--- src/hw/rtl/linear_resampler_core_macros.svh ---
// ---------------------------------------------------------------------------
// linear resampler assertion macros
// concurrent checks, compiled out for synthesis
// ---------------------------------------------------------------------------
`ifndef LINEAR_RESAMPLER_CORE_MACROS_SVH
`define LINEAR_RESAMPLER_CORE_MACROS_SVH

`ifndef SYNTHESIS
`define LRS_ASSERT_IMPLIES(label, ante, cons) \
   label: assert property (@(posedge clock) disable iff (reset) (ante) |-> (cons)) \
      else $error("lrs check failed");
`define LRS_ASSERT_NEXT(label, ante, cons) \
   label: assert property (@(posedge clock) disable iff (reset) (ante) |=> (cons)) \
      else $error("lrs check failed");
`else
`define LRS_ASSERT_IMPLIES(label, ante, cons)
`define LRS_ASSERT_NEXT(label, ante, cons)
`endif

`endif

--- src/hw/rtl/lrs_pkg.sv ---
// ---------------------------------------------------------------------------
// lrs_pkg
// widths, register indexes and shared types of the linear resampler
// ---------------------------------------------------------------------------
`timescale 1ns / 1ps

package lrs_pkg;

   localparam int SAMPLE_W   = 16;
   localparam int RATE_W     = 18;
   localparam int PHASE_W    = 19;
   localparam int NUM_W      = 38;
   localparam int QUOT_W     = 17;
   localparam int DIVD_W     = 36;
   localparam int REM_W      = DIVD_W - QUOT_W;
   localparam int CSR_ADDR_W = 1;

   localparam logic [RATE_W-1:0] RATE_RESET = RATE_W'(16000);

   typedef logic [CSR_ADDR_W-1:0] csr_addr_type;
   localparam csr_addr_type REG_SOURCE_RATE = 1'b0;
   localparam csr_addr_type REG_TARGET_RATE = 1'b1;

   typedef struct packed {
      logic busy;
      logic done;
   } div_stat_type;

endpackage

--- src/hw/rtl/lrs_div.sv ---
// ---------------------------------------------------------------------------
// lrs_div
// bit-serial restoring divider, (2|num| + den) / (2 den), one quotient bit
// per cycle, result saturated to a signed sample
// ---------------------------------------------------------------------------
`timescale 1ns / 1ps

module lrs_div (
   input  logic                                 clock,
   input  logic                                 reset,
   input  logic                                 start,
   input  logic signed [lrs_pkg::NUM_W-1:0]     num,
   input  logic        [lrs_pkg::RATE_W-1:0]    den,
   output logic signed [lrs_pkg::SAMPLE_W-1:0]  quot,
   output lrs_pkg::div_stat_type                stat
);
   import lrs_pkg::*;

   localparam int STEP_W = $clog2(QUOT_W + 1);
   localparam logic [QUOT_W-1:0] Q_LIM = QUOT_W'(2 ** (SAMPLE_W - 1));

   logic [NUM_W-1:0]  mag;
   logic [DIVD_W-1:0] dvd;
   logic [REM_W:0]    trial;
   logic              fit;
   logic              big;

   logic [REM_W-1:0]  rem_ff, rem_in;
   logic [REM_W-1:0]  dvs_ff, dvs_in;
   logic [QUOT_W-1:0] dsh_ff, dsh_in;
   logic [QUOT_W-1:0] q_ff, q_in;
   logic [STEP_W-1:0] cnt_ff, cnt_in;
   logic              neg_ff, neg_in;
   logic              busy_ff, busy_in;
   logic              done_ff, done_in;

   always_comb begin
      mag   = num[NUM_W-1] ? NUM_W'(-num) : NUM_W'(num);
      dvd   = {mag[DIVD_W-2:0], 1'b0} + DIVD_W'(den);
      trial = {rem_ff, dsh_ff[QUOT_W-1]};
      fit   = trial >= {1'b0, dvs_ff};

      rem_in  = rem_ff;
      dvs_in  = dvs_ff;
      dsh_in  = dsh_ff;
      q_in    = q_ff;
      cnt_in  = cnt_ff;
      neg_in  = neg_ff;
      busy_in = busy_ff;
      done_in = 1'b0;

      if (start) begin
         rem_in  = dvd[DIVD_W-1:QUOT_W];
         dsh_in  = dvd[QUOT_W-1:0];
         dvs_in  = {den, 1'b0};
         neg_in  = num[NUM_W-1];
         q_in    = '0;
         cnt_in  = STEP_W'(QUOT_W);
         busy_in = 1'b1;
      end else if (busy_ff) begin
         rem_in = fit ? REM_W'(trial - {1'b0, dvs_ff}) : trial[REM_W-1:0];
         dsh_in = {dsh_ff[QUOT_W-2:0], 1'b0};
         q_in   = {q_ff[QUOT_W-2:0], fit};
         cnt_in = cnt_ff - 1'b1;
         if (cnt_ff == STEP_W'(1)) begin
            busy_in = 1'b0;
            done_in = 1'b1;
         end
      end
   end

   always_ff @(posedge clock) begin
      rem_ff <= rem_in;
      dvs_ff <= dvs_in;
      dsh_ff <= dsh_in;
      q_ff   <= q_in;
      neg_ff <= neg_in;
      if (reset) begin
         cnt_ff  <= '0;
         busy_ff <= 1'b0;
         done_ff <= 1'b0;
      end else begin
         cnt_ff  <= cnt_in;
         busy_ff <= busy_in;
         done_ff <= done_in;
      end
   end

   // saturate to the sample range
   always_comb begin
      big = q_ff >= Q_LIM;
      if (neg_ff) begin
         quot = big ? SAMPLE_W'(Q_LIM) : SAMPLE_W'(-q_ff[SAMPLE_W-1:0]);
      end else begin
         quot = big ? SAMPLE_W'(Q_LIM - 1'b1) : q_ff[SAMPLE_W-1:0];
      end
      stat.busy = busy_ff;
      stat.done = done_ff;
   end

endmodule

--- src/hw/rtl/linear_resampler_core.sv ---
// ---------------------------------------------------------------------------
// linear_resampler_core
// linear interpolation sample rate converter for signed 16-bit mono words
// ---------------------------------------------------------------------------
// results: a word that yields one result sends it from S_FIN; when more follow,
//   each is held until a newer one exists (newest result waits for the run end)
// work: a 19-step serial multiply per input word plus a 17-step restoring divide
//   per result; a new word is taken only in S_IDLE, once the last word's run ends,
//   and an output stall holds the run
// reset: synchronous, active high; rates return to 16000, stream state clears
// ---------------------------------------------------------------------------
`timescale 1ns / 1ps
`include "linear_resampler_core_macros.svh"

module linear_resampler_core #(
   parameter int MAX_UPSAMPLE_RATIO = 63
) (
   input  logic                                clock,
   input  logic                                reset,
   input  logic                                req_tvalid,
   output logic                                req_tready,
   input  logic [lrs_pkg::SAMPLE_W-1:0]        req_tdata,   // sample_in
   input  logic                                req_tlast,   // stream_end
   output logic                                rsp_tvalid,
   input  logic                                rsp_tready,
   output logic [lrs_pkg::SAMPLE_W-1:0]        rsp_tdata,   // sample_out
   output logic [1:0]                          rsp_tuser,   // has_sample, stream_last
   output logic                                rsp_tlast,   // run_last
   input  logic                                csr_we,
   input  lrs_pkg::csr_addr_type               csr_addr,
   input  logic [lrs_pkg::RATE_W-1:0]          csr_wdata
);
   import lrs_pkg::*;

   localparam int CNT_W = $clog2(MAX_UPSAMPLE_RATIO + 1);
   localparam int LIM_W = RATE_W + CNT_W;
   localparam int BIT_W = $clog2(PHASE_W + 1);
   localparam logic [CNT_W-1:0] N_MAX = CNT_W'(MAX_UPSAMPLE_RATIO);

   typedef enum logic [2:0] {
      S_IDLE, S_MUL, S_LOOP, S_DIV, S_PUSH, S_TAIL, S_FIN
   } state_type;

   // configuration
   logic [RATE_W-1:0] src_ff, tgt_ff;

   always_ff @(posedge clock) begin
      if (reset) begin
         src_ff <= RATE_RESET;
         tgt_ff <= RATE_RESET;
      end else if (csr_we) begin
         unique case (csr_addr)
            REG_SOURCE_RATE: src_ff <= csr_wdata;
            REG_TARGET_RATE: tgt_ff <= csr_wdata;
         endcase
      end
   end

   state_type                state_ff, state_in;
   logic [SAMPLE_W-1:0]      cur_ff, cur_in;
   logic                     end_ff, end_in;
   logic                     act_ff, act_in;
   logic [PHASE_W-1:0]       a_ff, a_in;
   logic [CNT_W-1:0]         n_ff, n_in;
   logic signed [NUM_W-1:0]  acc_n_ff, acc_n_in;
   logic signed [NUM_W-1:0]  acc_s_ff, acc_s_in;
   logic [PHASE_W-1:0]       mt_ff, mt_in;
   logic [PHASE_W-1:0]       ma_ff, ma_in;
   logic [PHASE_W-1:0]       ms_ff, ms_in;
   logic [BIT_W-1:0]         bit_ff, bit_in;
   logic [SAMPLE_W-1:0]      new_ff, new_in;
   logic                     tail_ff, tail_in;
   logic [SAMPLE_W-1:0]      pend_ff, pend_in;
   logic                     pend_v_ff, pend_v_in;
   logic                     out_v_ff, out_v_in;
   logic [SAMPLE_W-1:0]      out_data_ff, out_data_in;
   logic                     out_has_ff, out_has_in;
   logic                     out_rl_ff, out_rl_in;
   logic                     out_sl_ff, out_sl_in;
   logic [SAMPLE_W-1:0]      prev_ff, prev_in;
   logic [PHASE_W-1:0]       phase_ff, phase_in;
   logic                     seen_ff, seen_in;
   logic                     div_start_ff, div_start_in;

   logic [LIM_W-1:0]         lim;
   logic                     active;
   logic                     out_free;
   logic                     fin;
   logic [PHASE_W-1:0]       t_x;
   logic signed [NUM_W-1:0]  left_x, diff_x;
   logic signed [SAMPLE_W-1:0] quot;
   div_stat_type             div_stat;

   lrs_div u_div (
      .clock (clock),
      .reset (reset),
      .start (div_start_ff),
      .num   (acc_n_ff),
      .den   (tgt_ff),
      .quot  (quot),
      .stat  (div_stat)
   );

   always_comb begin
      lim    = LIM_W'(src_ff) * LIM_W'(MAX_UPSAMPLE_RATIO);
      active = (tgt_ff != '0) && (src_ff != '0) && (LIM_W'(tgt_ff) <= lim);
      t_x    = {1'b0, tgt_ff};
      left_x = {{(NUM_W - SAMPLE_W){prev_ff[SAMPLE_W-1]}}, prev_ff};
      diff_x = {{(NUM_W - SAMPLE_W){cur_ff[SAMPLE_W-1]}}, cur_ff} - left_x;
      out_free = !out_v_ff || rsp_tready;
      fin = 1'b0;

      state_in     = state_ff;
      cur_in       = cur_ff;
      end_in       = end_ff;
      act_in       = act_ff;
      a_in         = a_ff;
      n_in         = n_ff;
      acc_n_in     = acc_n_ff;
      acc_s_in     = acc_s_ff;
      mt_in        = mt_ff;
      ma_in        = ma_ff;
      ms_in        = ms_ff;
      bit_in       = bit_ff;
      new_in       = new_ff;
      tail_in      = tail_ff;
      pend_in      = pend_ff;
      pend_v_in    = pend_v_ff;
      out_v_in     = out_v_ff && !rsp_tready;
      out_data_in  = out_data_ff;
      out_has_in   = out_has_ff;
      out_rl_in    = out_rl_ff;
      out_sl_in    = out_sl_ff;
      prev_in      = prev_ff;
      phase_in     = phase_ff;
      seen_in      = seen_ff;
      div_start_in = 1'b0;

      unique case (state_ff)
         S_IDLE: begin
            if (req_tvalid) begin
               cur_in    = req_tdata;
               end_in    = req_tlast;
               act_in    = active;
               n_in      = '0;
               pend_v_in = 1'b0;
               tail_in   = 1'b0;
               a_in      = active ? phase_ff : '0;
               if (active && seen_ff) begin
                  mt_in    = t_x;
                  ma_in    = phase_ff;
                  ms_in    = {1'b0, src_ff};
                  acc_n_in = '0;
                  acc_s_in = '0;
                  bit_in   = BIT_W'(PHASE_W);
                  state_in = S_MUL;
               end else begin
                  state_in = S_TAIL;
               end
            end
         end
         // msb-first shift-add: t*left + a*diff and s*diff
         S_MUL: begin
            acc_n_in = {acc_n_ff[NUM_W-2:0], 1'b0}
                       + (mt_ff[PHASE_W-1] ? left_x : '0)
                       + (ma_ff[PHASE_W-1] ? diff_x : '0);
            acc_s_in = {acc_s_ff[NUM_W-2:0], 1'b0}
                       + (ms_ff[PHASE_W-1] ? diff_x : '0);
            mt_in  = {mt_ff[PHASE_W-2:0], 1'b0};
            ma_in  = {ma_ff[PHASE_W-2:0], 1'b0};
            ms_in  = {ms_ff[PHASE_W-2:0], 1'b0};
            bit_in = bit_ff - 1'b1;
            if (bit_ff == BIT_W'(1)) begin
               state_in = S_LOOP;
            end
         end
         S_LOOP: begin
            if (a_ff < t_x && n_ff < N_MAX) begin
               div_start_in = 1'b1;
               state_in     = S_DIV;
            end else begin
               a_in     = (a_ff >= t_x) ? a_ff - t_x : '0;
               state_in = S_TAIL;
            end
         end
         S_DIV: begin
            if (div_stat.done) begin
               new_in   = quot;
               n_in     = n_ff + 1'b1;
               a_in     = a_ff + PHASE_W'(src_ff);
               acc_n_in = acc_n_ff + acc_s_ff;
               state_in = S_PUSH;
            end
         end
         // the held word goes out once a newer one exists
         S_PUSH: begin
            if (!pend_v_ff || out_free) begin
               if (pend_v_ff) begin
                  out_v_in    = 1'b1;
                  out_data_in = pend_ff;
                  out_has_in  = 1'b1;
                  out_rl_in   = 1'b0;
                  out_sl_in   = 1'b0;
               end
               pend_in   = new_ff;
               pend_v_in = 1'b1;
               state_in  = tail_ff ? S_FIN : S_LOOP;
            end
         end
         S_TAIL: begin
            if (act_ff && end_ff && a_ff == '0) begin
               new_in   = cur_ff;
               tail_in  = 1'b1;
               state_in = S_PUSH;
            end else begin
               state_in = S_FIN;
            end
         end
         S_FIN: begin
            if (pend_v_ff || end_ff) begin
               if (out_free) begin
                  out_v_in    = 1'b1;
                  out_data_in = pend_v_ff ? pend_ff : '0;
                  out_has_in  = pend_v_ff;
                  out_rl_in   = 1'b1;
                  out_sl_in   = end_ff;
                  fin         = 1'b1;
               end
            end else begin
               fin = 1'b1;
            end
            if (fin) begin
               pend_v_in = 1'b0;
               prev_in   = end_ff ? '0 : cur_ff;
               phase_in  = end_ff ? '0 : a_ff;
               seen_in   = !end_ff;
               state_in  = S_IDLE;
            end
         end
         default: state_in = S_IDLE;
      endcase
   end

   always_ff @(posedge clock) begin
      cur_ff      <= cur_in;
      end_ff      <= end_in;
      act_ff      <= act_in;
      a_ff        <= a_in;
      n_ff        <= n_in;
      acc_n_ff    <= acc_n_in;
      acc_s_ff    <= acc_s_in;
      mt_ff       <= mt_in;
      ma_ff       <= ma_in;
      ms_ff       <= ms_in;
      bit_ff      <= bit_in;
      new_ff      <= new_in;
      tail_ff     <= tail_in;
      pend_ff     <= pend_in;
      out_data_ff <= out_data_in;
      out_has_ff  <= out_has_in;
      out_rl_ff   <= out_rl_in;
      out_sl_ff   <= out_sl_in;
      if (reset) begin
         state_ff     <= S_IDLE;
         pend_v_ff    <= 1'b0;
         out_v_ff     <= 1'b0;
         prev_ff      <= '0;
         phase_ff     <= '0;
         seen_ff      <= 1'b0;
         div_start_ff <= 1'b0;
      end else begin
         state_ff     <= state_in;
         pend_v_ff    <= pend_v_in;
         out_v_ff     <= out_v_in;
         prev_ff      <= prev_in;
         phase_ff     <= phase_in;
         seen_ff      <= seen_in;
         div_start_ff <= div_start_in;
      end
   end

   assign req_tready = (state_ff == S_IDLE);
   assign rsp_tvalid = out_v_ff;
   assign rsp_tdata  = out_data_ff;
   assign rsp_tuser  = {out_sl_ff, out_has_ff};
   assign rsp_tlast  = out_rl_ff;

   `LRS_ASSERT_IMPLIES(a_end_only_closes, rsp_tvalid && !rsp_tuser[0], rsp_tlast && rsp_tuser[1])
   `LRS_ASSERT_IMPLIES(a_stream_last_run, rsp_tvalid && rsp_tuser[1], rsp_tlast)
   `LRS_ASSERT_IMPLIES(a_div_done_in_div, div_stat.done, state_ff == S_DIV)
   `LRS_ASSERT_IMPLIES(a_fresh_stream, state_ff == S_IDLE && !seen_ff, phase_ff == '0 && prev_ff == '0)

endmodule
--- config.mk ---
export PLATFORM = sky130hd
export DESIGN_NAME = linear_resampler_core
export DESIGN_NICKNAME = d
export VERILOG_FILES = /design/src/hw/rtl/lrs_pkg.sv /design/src/hw/rtl/lrs_div.sv /design/src/hw/rtl/linear_resampler_core.sv
export VERILOG_INCLUDE_DIRS = /design/src /design/src/hw/rtl
export SDC_FILE = /design/constraint.sdc
export NUM_CORES = 1
export LEC_CHECK = 0
export BUFFER_PORTS_ARGS = -buffer_cell sky130_fd_sc_hd__buf_2
export CORE_UTILIZATION = 62
export CTS_CLUSTER_DIAMETER = 50
export DETAILED_ROUTE_END_ITERATION = 10
export GPL_ROUTABILITY_DRIVEN = 0
export PLACE_DENSITY = 0.78
export SLEW_MARGIN = 15
export SYNTH_ARGS = -nofsm -noshare
export SYNTH_HDL_FRONTEND = slang
export SYNTH_HIERARCHICAL = 1
export SYNTH_SLANG_ARGS = --single-unit
--- constraint.sdc ---
create_clock -name clock -period 14 [get_ports clock]
set_clock_uncertainty 0.2 [all_clocks]
set_input_delay 2.8 -clock clock [delete_from_list [all_inputs] [get_ports clock]]
set_output_delay 2.8 -clock clock [all_outputs]
set_load 0.02 [all_outputs]
Yosys cells after proc, flatten, opt, wreduce, memory -nomap -nowiden. Index checks and enable logic that the tools add are counted.

Logic and storage cells: 216. Flip-flop bits (word level): 390.

Equality and inequality tests: 19. Bitwise operators: 3. Muxes and demuxes: 93. Reduce and logical (&&, ||, !) cells: 44. Multipliers: 1. Add/sub/neg operators: 14. Order comparisons: 6.

Operator list (number): 19-bit 2-to-1 mux (15); 38-bit 2-to-1 mux (6); 16-bit 2-to-1 mux (11); 38-bit adder (4); 19-bit one-hot mux with 2 select lines (3); 38-bit one-hot mux with 3 select lines (1); 38-bit one-hot mux with 2 select lines (1); 16-bit one-hot mux with 2 select lines (2); 19-bit one-hot mux with 3 select lines (1); 36-bit by 18-bit adder with 36-bit output (1); 18-bit nonzero test (2); 35-bit 2-to-1 mux (1); 35-bit negator (1); 17-bit 2-to-1 mux (2); 1-bit 2-to-1 mux (26); 18-bit by 24-bit <= comparator with 1-bit output (1); 18-bit by 6-bit multiplier with 24-bit output (second input constant) (1); 3-bit 2-to-1 mux (8); 3-bit one-hot mux with 7 select lines (1); 20-bit by 19-bit >= comparator with 1-bit output (1); 5-bit 2-to-1 mux (4); 19-bit by 18-bit adder with 19-bit output (1); 19-bit by 18-bit >= comparator with 1-bit output (1); 19-bit logical NOT (1); other kinds (34) (84).

Depth between registers and ports, before layout.
Word-level depth: 7. Depth in mapped cells: 26. Mapped depth without buffers: 24.

By module. Netlist, hierarchy kept.

Modules (own cells, without submodules): linear_resampler_core (area each 24181.9 um^2, sequential area each 8558.2 um^2, cells an instance 2557, times used 1); lrs_div (area each 6522.5 um^2, sequential area each 2132.0 um^2, cells an instance 712, times used 1).

Least setup slack after synthesis. OpenSTA, ideal clock, no wires.

Path kind: register to register. From: register src_ff[2]. To: register acc_s_ff[0], enable pin. Data arrival time: 9.246 ns. Path slack: 3.995 ns. Clock period less this slack: 10.005 ns. Cell stages (with the launch flop): 21. Cells stage by stage: dfxtp_1 -> inv_1 -> fa_1 -> fa_1 -> fa_1 -> inv_1 -> ha_1 -> a2111oi_4 -> o31ai_1 -> a31o_2 -> a21o_1 -> a21oi_1 -> xor2_1 -> ha_1 -> and4_1 -> and2_0 -> a221oi_1 -> a211oi_1 -> a311oi_1 -> nor2_1 -> nor2_1.

Cells in the longest elaborated chain, start to end: 6. Elaborated cells on any way between the ends: 8. Those cells by class: mul (1); order compare (1); eq/ne (1); reduce/logical (5).

RTL lines: from (decl) (line linear_resampler_core.sv:45) `logic [RATE_W-1:0] src_ff, tgt_ff;`; from (signal assigned) (line linear_resampler_core.sv:53) `REG_SOURCE_RATE: src_ff <= csr_wdata;`; 18-bit by 6-bit multiplier with 24-bit output / 18-bit nonzero test (equally long branches) (line linear_resampler_core.sv:105, linear_resampler_core.sv:106); 18-bit by 24-bit <= comparator with 1-bit output / 1-bit logical AND (equally long branches) (line linear_resampler_core.sv:106) `active = (tgt_ff != '0) && (src_ff != '0) && (LIM_W'(tgt_ff) <= lim);`; 1-bit logical AND * (line linear_resampler_core.sv:106); 1-bit logical AND * (line linear_resampler_core.sv:149) `if (active && seen_ff) begin`; 2-bit by 1-bit inequality test with 1-bit output (no line) *; 3-bit AND reduction (no line) *; to (signal assigned) (line linear_resampler_core.sv:251) `acc_s_ff <= acc_s_in;`; to (decl) (line linear_resampler_core.sv:66) `logic signed [NUM_W-1:0] acc_s_ff, acc_s_in;`.

Mark *: on every way between the ends. The rest lies on a longest branch, timed or not. A chain may end at the register's enable or synchronous reset.

Worst setup path in the final report.
From: register src_ff[2]. To: register acc_s_ff[34], enable pin.

Same word-level chain as after synthesis.

==> results.toml <==
[finish]
fillerInstances = 3769
mostFrequentLayoutCell = "nand2_1"
fin_area_um2 = 33360
area_growth_pct = 8.686
final_layout_size_suffix_gt1_frac = 0.07777
final_cell_mix = "295 x nand2_1, 288 x edfxtp_1, 265 x ha_1, 242 x a21oi_1, 240 x nor2_1"
diodes = 0
nets = 3698

[routing]
vias_per_cell = 6.412
ant_nets = 0
drtPass1Iterations = 6
vias = 25690
wl_per_cell_um = 20.93
drcViolationCount = 0
drtIter0Drc = 2576
wl_um = 83860

[worst_hold_path]
hp-class = "reg2reg"
holdCritStartpoint = "new_ff[3]$_DFFE_PP_"
holdPathStages = 0

[clocking]
clock_latency_ns = 0.62
clkSinkCount = 390
clk_pin_slew_worst_paths_ns = 0.06
htree_levels = 2
cts_resized = 0
cts_tree = "done"
cts_made_buffers = 52
post-cts-setup-buffers = 0
clockRootBuffer = "clkbuf_16"
cts.path.max_buffers = 3
cts_hold_buf = 0

[worst_setup_path]
required_ns = 14.02
arrival_ns = 8.32
reg2reg_from = "src_ff[2]$_SDFFE_PP0P_"
r2r_setup_slack_ns = 5.70
cp_max_fo = 73
criticalPathCategory = "reg2reg"
rr_worst_depth = 21
crit_path_end_kind = "flop"
start_kind = "flop"
worstSetupStartpoint = "src_ff[2]$_SDFFE_PP0P_"

[global_route]
grt_overflow = 0
top_usage_layer = "met2"
use_met1 = 0.4365
grt_first_pass_wirelength_um = 130900
antenna_found_initial = 1
grt_pass1_vias = 24540
grt_max_degree = 86
met2_usage = 0.5268
grt_util_all_layers = 0.3307
grt_util_met3 = 0.06610

[pwr]
p_per_area_nw_per_um2 = 243.6
p_leak_nw = 13.74
irDropWorstVdd_mv = 0.1690

[timing]
max_freq_mhz = 120.4
hold_viol = 0
drv_slew = 0
min_period_over_period = 0.5931
slew_headroom = 0.2019
rsz0062_at_grt = "no"
setup_violations = 0
setup_tns_ns = 0
fin_crit_ns = 8.303
worst_slew_pin_slew_ns = 1.197

[place]
io_buffers = 61
dp_hpwl_um = 63020
dpl_cell_area_um2 = 31590

[status]
status = "complete, no violations"

[die]
die_area_um2 = 50400
initial_core_util = 0.6284
fp.dieW_um = 224.5
die_y_um = 224.5
pin_count = 62
core_area_um2 = 48850
rows = 81

[logic_synthesis]
syn_area_per_cell_um2 = 9.393
synth_warnings = 6
syn_nets = 3667
netlist_instances = 3268
synthesis.area_um2 = 30700

[job]
maxCapViolCount = 0
[flip-flops by register name, summed over array words and instances, names as in the netlist, 18 cells and up]
name,flops
a_ff,19
acc_n_ff,38
acc_s_ff,38
ma_ff,19
ms_ff,19
mt_ff,19
phase_ff,19
src_ff,18
tgt_ff,18
u_div/dvs_ff,18
u_div/rem_ff,19
[metrics by stage]
stage	util	std cells	setup slack, ns	total power [mW]	hold slack, ns
2_1_floorplan	-	3268	3.995	5.451	0.2003
3_3_place_gp	0.6467	3909	6.062	6.434	0.2013
3_5_place_dp	0.6467	3909	5.784	6.615	0.2045
4_1_cts	0.6829	4007	5.774	8.014	0.2193
5_1_grt	0.6830	4007	5.393	8.642	0.2246
6_report	0.6830	4007	5.697	8.128	0.2202
[worst paths after layout]
kind,to
worst max-delay path,acc_s_ff[34]$_SDFFCE_PN0P_
worst min register to register,pend_ff[3]$_DFFE_PP_
worst max register to register,acc_s_ff[34]$_SDFFCE_PN0P_
worst min-delay path,pend_ff[3]$_DFFE_PP_
[layer usage]
metal / vias to the layer above / part of all wire
li1: 11940 / -
met1: 12370 / 0.41
met2: 1146 / 0.45
met3: 227 / 0.095
met4: 2 / 0.044
met5: - / 0.00016
[layout make-up]
class / instances / area (um2) / share of cell area
Multi-Input combinational cell: 2541 / 18740 / 0.5618
Sequential cell: 390 / 10690 / 0.3205
Clock buffer: 59 / 1359 / 0.04073
Inverter: 234 / 878.3 / 0.02633
Tap cell: 664 / 830.8 / 0.02490
Timing Repair Buffer: 80 / 447.9 / 0.01343
Clock inverter: 39 / 411.6 / 0.01234
[critical path, stage by stage, from the launching register on]
cell	delay, ns
dfxtp_1	0.46
inv_1	0.15
fa_1	0.54
fa_1	0.52
fa_1	0.55
inv_1	0.04
ha_1	0.37
a2111oi_4	0.41
o31ai_1	0.19
a31o_2	0.29
a21o_1	0.18
a21oi_1	0.18
xor2_1	0.20
ha_1	0.27
and4_1	0.22
and2_0	0.16
a221oi_1	0.31
a211oi_1	0.12
a311oi_1	0.60
nor2_1	0.21
nor2_4	0.77
buf_4	0.91
[power breakdown]
part	total [mW]	switching (mW)	leakage, nW	internal, mW
clock	1.36	0.559	0.863	0.806
combinational	4.68	2.81	9.35	1.87
sequential	2.08	0.407	3.52	1.68
Power figures use the tool's default switching activity.
